$ cat config.mk
export PLATFORM = sky130hd
export DESIGN_NAME = crsf_frame_receiver
export DESIGN_NICKNAME = d
export VERILOG_FILES = /design/src/hdl/crsf_pkg.sv /design/src/hdl/crsf_frame_receiver.sv
export VERILOG_INCLUDE_DIRS = /design/src /design/src/hdl
export SDC_FILE = /design/constraint.sdc
export NUM_CORES = 1
export LEC_CHECK = 0
export BUFFER_PORTS_ARGS = -buffer_cell sky130_fd_sc_hd__buf_2
export CORE_AREA = 2 2 378 380
export DETAILED_ROUTE_END_ITERATION = 12
export DIE_AREA = 0 0 380 382
export SYNTH_ARGS = -nofsm -noshare
export SYNTH_HDL_FRONTEND = slang
export SYNTH_SLANG_ARGS = --single-unit
$ cat constraint.sdc
create_clock -name clk_i -period 4.9 [get_ports clk_i]
set_input_delay 0 -clock clk_i [delete_from_list [all_inputs] [get_ports clk_i]]
set_output_delay 0 -clock clk_i [all_outputs]
set_load 0.1 [all_outputs]
$ cat src/hdl/crsf_frame_receiver_defines.svh
// Assertion macros shared by the frame receiver RTL.
`ifndef CRSF_FRAME_RECEIVER_DEFINES_SVH
`define CRSF_FRAME_RECEIVER_DEFINES_SVH

// Same-cycle implication, checked out of reset.
`define CRSF_ASSERT_NOW(label, ante, cons, msg) \
  label: assert property (@(posedge clk_i) disable iff (!rst_ni) (ante) |-> (cons)) \
    else $error(msg);

// Next-cycle implication, checked out of reset.
`define CRSF_ASSERT_NEXT(label, ante, cons, msg) \
  label: assert property (@(posedge clk_i) disable iff (!rst_ni) (ante) |=> (cons)) \
    else $error(msg);

`endif

$ cat src/hdl/crsf_pkg.sv
// Constants and register indexes for the frame receiver.
package crsf_pkg;

  // Frame store depth and derived widths
  localparam int unsigned FrameBytes = 64;
  localparam int unsigned IdxW       = $clog2(FrameBytes);
  localparam int unsigned FillW      = $clog2(FrameBytes + 1);

  // Length byte rules
  localparam int unsigned LenW     = 6;
  localparam int unsigned EndW     = LenW + 1;
  localparam int unsigned CmpW     = (FillW > EndW) ? FillW : EndW;
  localparam logic [7:0]  LenMin   = 8'd2;
  localparam logic [7:0]  LenMax   = 8'd62;
  localparam int unsigned HdrBytes = 2;
  localparam int unsigned PayOff   = 3;

  // Configuration register indexes
  localparam int unsigned CfgIdxW = 3;
  localparam logic [CfgIdxW-1:0] CfgSyncMask0 = 3'd0;
  localparam logic [CfgIdxW-1:0] CfgSyncMask1 = 3'd1;
  localparam logic [CfgIdxW-1:0] CfgSyncMask2 = 3'd2;
  localparam logic [CfgIdxW-1:0] CfgSyncMask3 = 3'd3;
  localparam logic [CfgIdxW-1:0] CfgCrcPoly   = 3'd4;

  // Reset values of the configuration registers
  localparam logic [63:0] SyncMask0Rst = 64'd1;
  localparam logic [63:0] SyncMask3Rst = 64'd92358976733440;
  localparam logic [7:0]  CrcPolyRst   = 8'hD5;

endpackage

$ cat src/hdl/crsf_frame_receiver.sv
// Byte-serial frame receiver: sync hunt, length check, CRC-8, payload output.
// Usage:
//  - Input channel (in_valid_i / in_stall_o / rx_byte_i) takes one received
//    byte per item. in_stall_o is high whenever the block is busy.
//  - Config channel (cfg_valid_i / cfg_ready_o / cfg_index_i / cfg_data_i)
//    writes sync_mask_0..3 (indexes 0..3) and crc_poly (index 4); other
//    indexes are ignored. Write only while the block is idle.
//  - Output channel (out_valid_o / out_stall_i) gives one result per payload
//    byte of a frame whose CRC matched, or one result for an empty payload.
// Timing:
//  - Start, length and closing bytes are taken without a CRC step. Type and
//    payload bytes are taken, then pass through 8 steps of the bit-serial CRC unit.
//  - A good closing byte starts the output walk: each payload result passes
//    through a registered frame store read, then the output state; an empty
//    payload goes straight to the output state.
//  - While out_stall_i is high the result holds and no byte is taken.
// Reset returns to sync hunt and restores the register defaults. The frame
// store has no clear; only entries written for the current frame are read.
module crsf_frame_receiver (
  input  logic                         clk_i,
  input  logic                         rst_ni,
  // Config write channel
  input  logic                         cfg_valid_i,
  output logic                         cfg_ready_o,
  input  logic [crsf_pkg::CfgIdxW-1:0] cfg_index_i,
  input  logic [63:0]                  cfg_data_i,
  // Byte input channel
  input  logic                         in_valid_i,
  output logic                         in_stall_o,
  input  logic [7:0]                   rx_byte_i,
  // Result channel
  output logic                         out_valid_o,
  input  logic                         out_stall_i,
  output logic [7:0]                   frame_address_o,
  output logic [crsf_pkg::LenW-1:0]    frame_length_o,
  output logic [7:0]                   frame_type_o,
  output logic [crsf_pkg::LenW-1:0]    payload_count_o,
  output logic                         payload_present_o,
  output logic [crsf_pkg::LenW-1:0]    payload_index_o,
  output logic [7:0]                   payload_byte_o,
  output logic                         last_o
);
  import crsf_pkg::*;

  `include "crsf_frame_receiver_defines.svh"

  // Sequencer states
  localparam logic [1:0] StIdle = 2'd0;
  localparam logic [1:0] StCrc  = 2'd1;
  localparam logic [1:0] StRead = 2'd2;
  localparam logic [1:0] StEmit = 2'd3;

  logic [1:0]        state_q;
  logic [FillW-1:0]  fill_q;
  logic [7:0]        crc_q;
  logic [2:0]        bit_cnt_q;
  logic [LenW-1:0]   k_q;
  logic [63:0]       sync_mask_q [4];
  logic [7:0]        crc_poly_q;

  logic [7:0]        addr_q;
  logic [LenW-1:0]   len_q;
  logic [7:0]        type_q;
  logic [7:0]        rd_q;
  logic [7:0]        store_mem [FrameBytes];

  logic              in_acc;
  logic              start_hit;
  logic              len_ok;
  logic [FillW-1:0]  fill_inc;
  logic [EndW-1:0]   frame_end;
  logic              is_close;
  logic              store_full;
  logic              store_wr;
  logic [LenW-1:0]   pay_cnt;
  logic              pay_any;
  logic              is_last;
  logic [IdxW-1:0]   rd_addr;
  logic [7:0]        crc_shl;

  // Decode of the incoming byte against the frame position
  always_comb begin
    in_acc     = in_valid_i && (state_q == StIdle);
    start_hit  = sync_mask_q[rx_byte_i[7:6]][rx_byte_i[5:0]];
    len_ok     = (rx_byte_i >= LenMin) && (rx_byte_i <= LenMax);
    fill_inc   = fill_q + FillW'(1);
    frame_end  = EndW'(len_q) + EndW'(HdrBytes);
    is_close   = (CmpW'(fill_inc) == CmpW'(frame_end));
    store_full = (fill_q >= FillW'(FrameBytes));
    store_wr   = in_acc && (fill_q >= FillW'(HdrBytes)) && !store_full;
    pay_cnt    = len_q - LenW'(HdrBytes);
    pay_any    = (pay_cnt != '0);
    is_last    = ((EndW'(k_q) + EndW'(1)) >= EndW'(pay_cnt));
    rd_addr    = IdxW'(32'(k_q) + 32'(PayOff));
    crc_shl    = {crc_q[6:0], 1'b0};
  end

  // Control: sequencer, fill count, CRC unit, output walk, config registers
  always_ff @(posedge clk_i or negedge rst_ni) begin
    if (!rst_ni) begin
      state_q        <= StIdle;
      fill_q         <= '0;
      crc_q          <= '0;
      bit_cnt_q      <= '0;
      k_q            <= '0;
      sync_mask_q[0] <= SyncMask0Rst;
      sync_mask_q[1] <= '0;
      sync_mask_q[2] <= '0;
      sync_mask_q[3] <= SyncMask3Rst;
      crc_poly_q     <= CrcPolyRst;
    end else begin
      // config writes
      if (cfg_valid_i) begin
        case (cfg_index_i)
          CfgSyncMask0: sync_mask_q[0] <= cfg_data_i;
          CfgSyncMask1: sync_mask_q[1] <= cfg_data_i;
          CfgSyncMask2: sync_mask_q[2] <= cfg_data_i;
          CfgSyncMask3: sync_mask_q[3] <= cfg_data_i;
          CfgCrcPoly:   crc_poly_q     <= cfg_data_i[7:0];
          default: ;
        endcase
      end

      case (state_q)
        StIdle: begin
          if (in_acc) begin
            if (fill_q == '0) begin
              if (start_hit) fill_q <= FillW'(1);
            end else if (fill_q == FillW'(1)) begin
              if (!len_ok) begin
                // bad length: the same byte may open a new candidate
                fill_q <= start_hit ? FillW'(1) : '0;
              end else begin
                fill_q <= FillW'(HdrBytes);
                crc_q  <= '0;
              end
            end else if (store_full) begin
              fill_q <= '0;
            end else if (!is_close) begin
              fill_q    <= fill_inc;
              crc_q     <= crc_q ^ rx_byte_i;
              bit_cnt_q <= '0;
              state_q   <= StCrc;
            end else begin
              fill_q <= '0;
              if (rx_byte_i == crc_q) begin
                k_q     <= '0;
                state_q <= pay_any ? StRead : StEmit;
              end
            end
          end
        end
        StCrc: begin
          // one polynomial step per cycle, MSB first
          crc_q     <= crc_q[7] ? (crc_shl ^ crc_poly_q) : crc_shl;
          bit_cnt_q <= bit_cnt_q + 3'd1;
          if (bit_cnt_q == 3'd7) state_q <= StIdle;
        end
        StRead: begin
          state_q <= StEmit;
        end
        StEmit: begin
          if (!out_stall_i) begin
            if (is_last) begin
              state_q <= StIdle;
            end else begin
              k_q     <= k_q + LenW'(1);
              state_q <= StRead;
            end
          end
        end
        default: state_q <= StIdle;
      endcase
    end
  end

  // Header capture
  always_ff @(posedge clk_i) begin
    if (in_acc) begin
      if ((fill_q == '0) && start_hit) addr_q <= rx_byte_i;
      if ((fill_q == FillW'(1)) && !len_ok && start_hit) addr_q <= rx_byte_i;
      if ((fill_q == FillW'(1)) && len_ok) len_q <= rx_byte_i[LenW-1:0];
      if (fill_q == FillW'(HdrBytes)) type_q <= rx_byte_i;
    end
  end

  // Frame store: one write port, one registered read port
  always_ff @(posedge clk_i) begin
    if (store_wr) store_mem[fill_q[IdxW-1:0]] <= rx_byte_i;
    if (state_q == StRead) rd_q <= store_mem[rd_addr];
  end

  // Ports
  assign cfg_ready_o       = 1'b1;
  assign in_stall_o        = (state_q != StIdle);
  assign out_valid_o       = (state_q == StEmit);
  assign frame_address_o   = addr_q;
  assign frame_length_o    = len_q;
  assign frame_type_o      = type_q;
  assign payload_count_o   = pay_cnt;
  assign payload_present_o = pay_any;
  assign payload_index_o   = k_q;
  assign payload_byte_o    = pay_any ? rd_q : 8'd0;
  assign last_o            = is_last;

  // Checks
  `CRSF_ASSERT_NOW(a_no_input_while_out, out_valid_o, in_stall_o, "byte taken during output")
  `CRSF_ASSERT_NOW(a_crc_mid_frame, state_q == StCrc, fill_q > FillW'(HdrBytes), "CRC step outside frame body")
  `CRSF_ASSERT_NOW(a_index_in_payload, out_valid_o && payload_present_o, payload_index_o < payload_count_o, "payload index out of range")
  `CRSF_ASSERT_NEXT(a_last_to_hunt, out_valid_o && !out_stall_i && last_o, (state_q == StIdle) && (fill_q == '0), "no return to hunt after last result")

endmodule
==> metrics.cfg <==
[run_status]
run_status = complete, but fails checks
failed_checks = negative hold slack

[yosys]
synth_commonest_cells = edfxtp_1, dfrtp_1, mux2_2, mux4_2, nor2_1
yosysWarningCount = 0
synth_largest_area_cell = edfxtp_1
synthArstFlopShare_pct = 34.9
synth_cell_type_count = 70
avgSynthCellArea_um2 = 18.4
yosys.area.top_type_share_pct = 46.4
synth.ff_latch_count = 832
yosysMostFrequentCell = edfxtp_1
syn-cell-area_mm2 = 0.0351
syn_inst = 1906
synth_top_flop_cell = edfxtp_1
yosysSeqAreaShare_pct = 67.1
yosys-top-cells-area = edfxtp_1, dfrtp_1, mux4_2
synth_edf_count = 542

[global_routing]
grt_pass1_wl_mm = 131
gr-usage-all-layers_pct = 12.2
grt_pass1_vias = 19000
grt_max_degree = 146
use_met2_pct = 18.3
busiest_layer = met2
grt_overflow = 0
met3_usage_pct = 4.71
antenna_found_initial = 16
met1_usage_pct = 16.3

[floorplanning]
die_w_um = 380
chipHeight_um = 382
start_util_pct = 24.9
rows = 138
coreArea_mm2 = 0.141
ios = 127
die_area_mm2 = 0.145

[critical_path]
required_ps = 4900
worstPathMaxFanout = 30
worst_setup_path_end_kind = primary output
cp-start-kind = register
critPathMaxStageDelay_ps = 770
crit_type = register to primary output
path_cells = inv_1, ha_4, ha_1, a21o_1, a21o_1, a21o_1, a21o_1, a21o_1, buf_2
path_common_cell = a21o_1
cp.arrival_ps = 3790
critPathSlowestCell = dfrtp_4

[timing]
hold_viol_final = 2
finalWorstSetupSlack_ps = 1110
hold_slack_ps = -12.9
tightest_slew_ps = 1230
max_freq_mhz = 264
fin_crit_sh_pct = 77.4
slew_violations = 0
clock_skew_ps = 28.5
relSlewSlack_pct = 17.8
tns_ps = 0
min_period_ps = 3790
setup_viol = 0
rsz0062_at_grt = false

[finish]
seq_area_mm2 = 0.0235
fill_cells = 13900
multi_input_area_mm2 = 0.0111
drive_above_1_share_pct = 37.3
fin_area_mm2 = 0.0416
final_nets = 2241
area_growth_pct = 18.7

[worst_hold_path]
hold_class = input pin to async pin

[place]
detailed_place_hpwl_mm = 55.7
place_congestion = 0.779
place_ws_ps = 1220
placed_area_mm2 = 0.0382
io_buffers = 125

[clock_network]
cts-root-buf = clkbuf_16
h-tree-depth = 3
cts_sinks = 832
cts_resized = 0
clock_latency_ps = 660
clk_pin_slew_ps = 70
clock_path_buffers = 3
cts_tree = yes
cts_buffers = 79

[power_and_ir_drop]
power_density_mw_per_mm2 = 409
seqPwrFrac_pct = 49.5
power.share.clock_pct = 37.5
swShare_pct = 24.8
ir_drop_v = 0.000345
p_leak_nw = 14.3
combPwrFrac_pct = 12.9
power_mw = 17.0
p_sw_mw = 4.22
cellInternalPower_mw = 12.8

[detailed_routing]
drt_iter0_drc = 1603
wl_per_cell_um = 21.7
routed_wl_mm = 89.3
firstDrtPassIters = 7
via_count = 18600
drc = 0
via_per_inst = 4.54
ant_nets = 0

[flow_run]
max_cap_violations = 0

[critical path, delay by kind of cell, from the launching register on]
kind,cells,cell delay [ps]
flip-flops,1,770
AO/OA/AOI/OAI,5,900
adder cells (fa/ha/maj),2,940
buffers and inverters,2,490
[cells in the final DEF (no fill, tap or decap), types with 31 or more instances in the layout]
cell / instances
clkbuf_16: 83
mux4_2: 218
nand3_1: 31
mux2i_1: 47
nor2_1: 92
buf_4: 48
mux2_2: 268
buf_2: 120
dfrtp_1: 279
edfxtp_1: 542
nand2_1: 55
dlygate4sd3_1: 73
[state kept, by name, summed over array words and instances (netlist names), 3 cells and up]
name             flops
crc_q                8
bit_cnt_q            3
fill_q               7
store_mem          512
payload_index_o      6
frame_address_o      8
rd_q                 8
sync_mask_q        256
frame_length_o       6
crc_poly_q           8
frame_type_o         8
[power by group through the flow]
| stage | clock (mW) | combinational, mW | sequential, mW |
|---|---|---|---|
| after global routing | 6.82 | 2.39 | 8.50 |
| after CTS | 6.53 | 2.23 | 8.42 |
| after detailed placement | 0 | 2.16 | 8.57 |
| after global placement | 0 | 2.12 | 8.54 |
| after floorplan | 0 | 1.59 | 8.46 |
| final | 6.38 | 2.20 | 8.42 |
[per-layer routing]
| metal | up-vias | share of wire (%) |
|---|---|---|
| met2 | 625 | 45 |
| met4 | 12 | 2.3 |
| met1 | 9821 | 43 |
| li1 | 8031 | - |
| met5 | - | 0.092 |
| met3 | 133 | 10 |
[cells by family (layout without fill, tap and decap cells)]
| family | count (synthesis) | after routing | synth area share (%) |
|---|---|---|---|
| buf+inv | 124 | 414 | 1.68 |
| other cells | 2 | 22 | 0.0214 |
| flops | 832 | 832 | 67.1 |
| mux | 533 | 533 | 23.9 |
| compound gates | 102 | 102 | 2.07 |
| fa+ha+maj | 15 | 15 | 0.535 |
| xor+xnor | 34 | 34 | 0.888 |
| simple gates | 264 | 264 | 3.71 |
[final timing paths]
path                                           endpoint  depth (start not counted)                            from  slack [ps]
min reg2reg                 sync_mask_q[66]$_DFFE_PN0P_                          1     sync_mask_q[66]$_DFFE_PN0P_         500
max reg2reg                           rd_q[1]$_DFFE_PP_                          6  payload_index_o[0]$_DFFE_PN0P_        1270
max                                              last_o                          9  payload_index_o[0]$_DFFE_PN0P_        1110
min in group clk_i            frame_type_o[5]$_DFFE_PP_                          2                    rx_byte_i[5]          40
max in group asynchronous  sync_mask_q[132]$_DFFE_PN0P_                          3                          rst_ni        3530
min                        sync_mask_q[108]$_DFFE_PN0P_                          2                          rst_ni         -10
[metrics by stage]
| stage | hold WS, ps | utilization (%) | instances |
|---|---|---|---|
| global route | 71.8 | 29.5 | 4104 |
| finish | -12.9 | 29.5 | 4106 |
| CTS | 31.5 | 29.5 | 4101 |
| floorplan | -296 | - | 1921 |
| global placement | 177 | 27.1 | 3882 |
| detailed placement | 173 | 27.1 | 3882 |
[timing repair]
item,in CTS,in global routing
endpoints found under the hold margin,394,0
buffers inserted,0,0
hold buffers,73,0
[final cells by class]
type / count / area share [%]
clock inverters: 43 / 1.13
well taps: 1890 / 5.68
diodes: 5 / 0.0301
flip-flops and latches: 832 / 56.6
inverters: 17 / 0.153
repair buffers: 251 / 4.49
multi-input cells: 965 / 26.6
clock buffers: 103 / 5.34
Note: power is estimated with default switching activity, not from simulation.
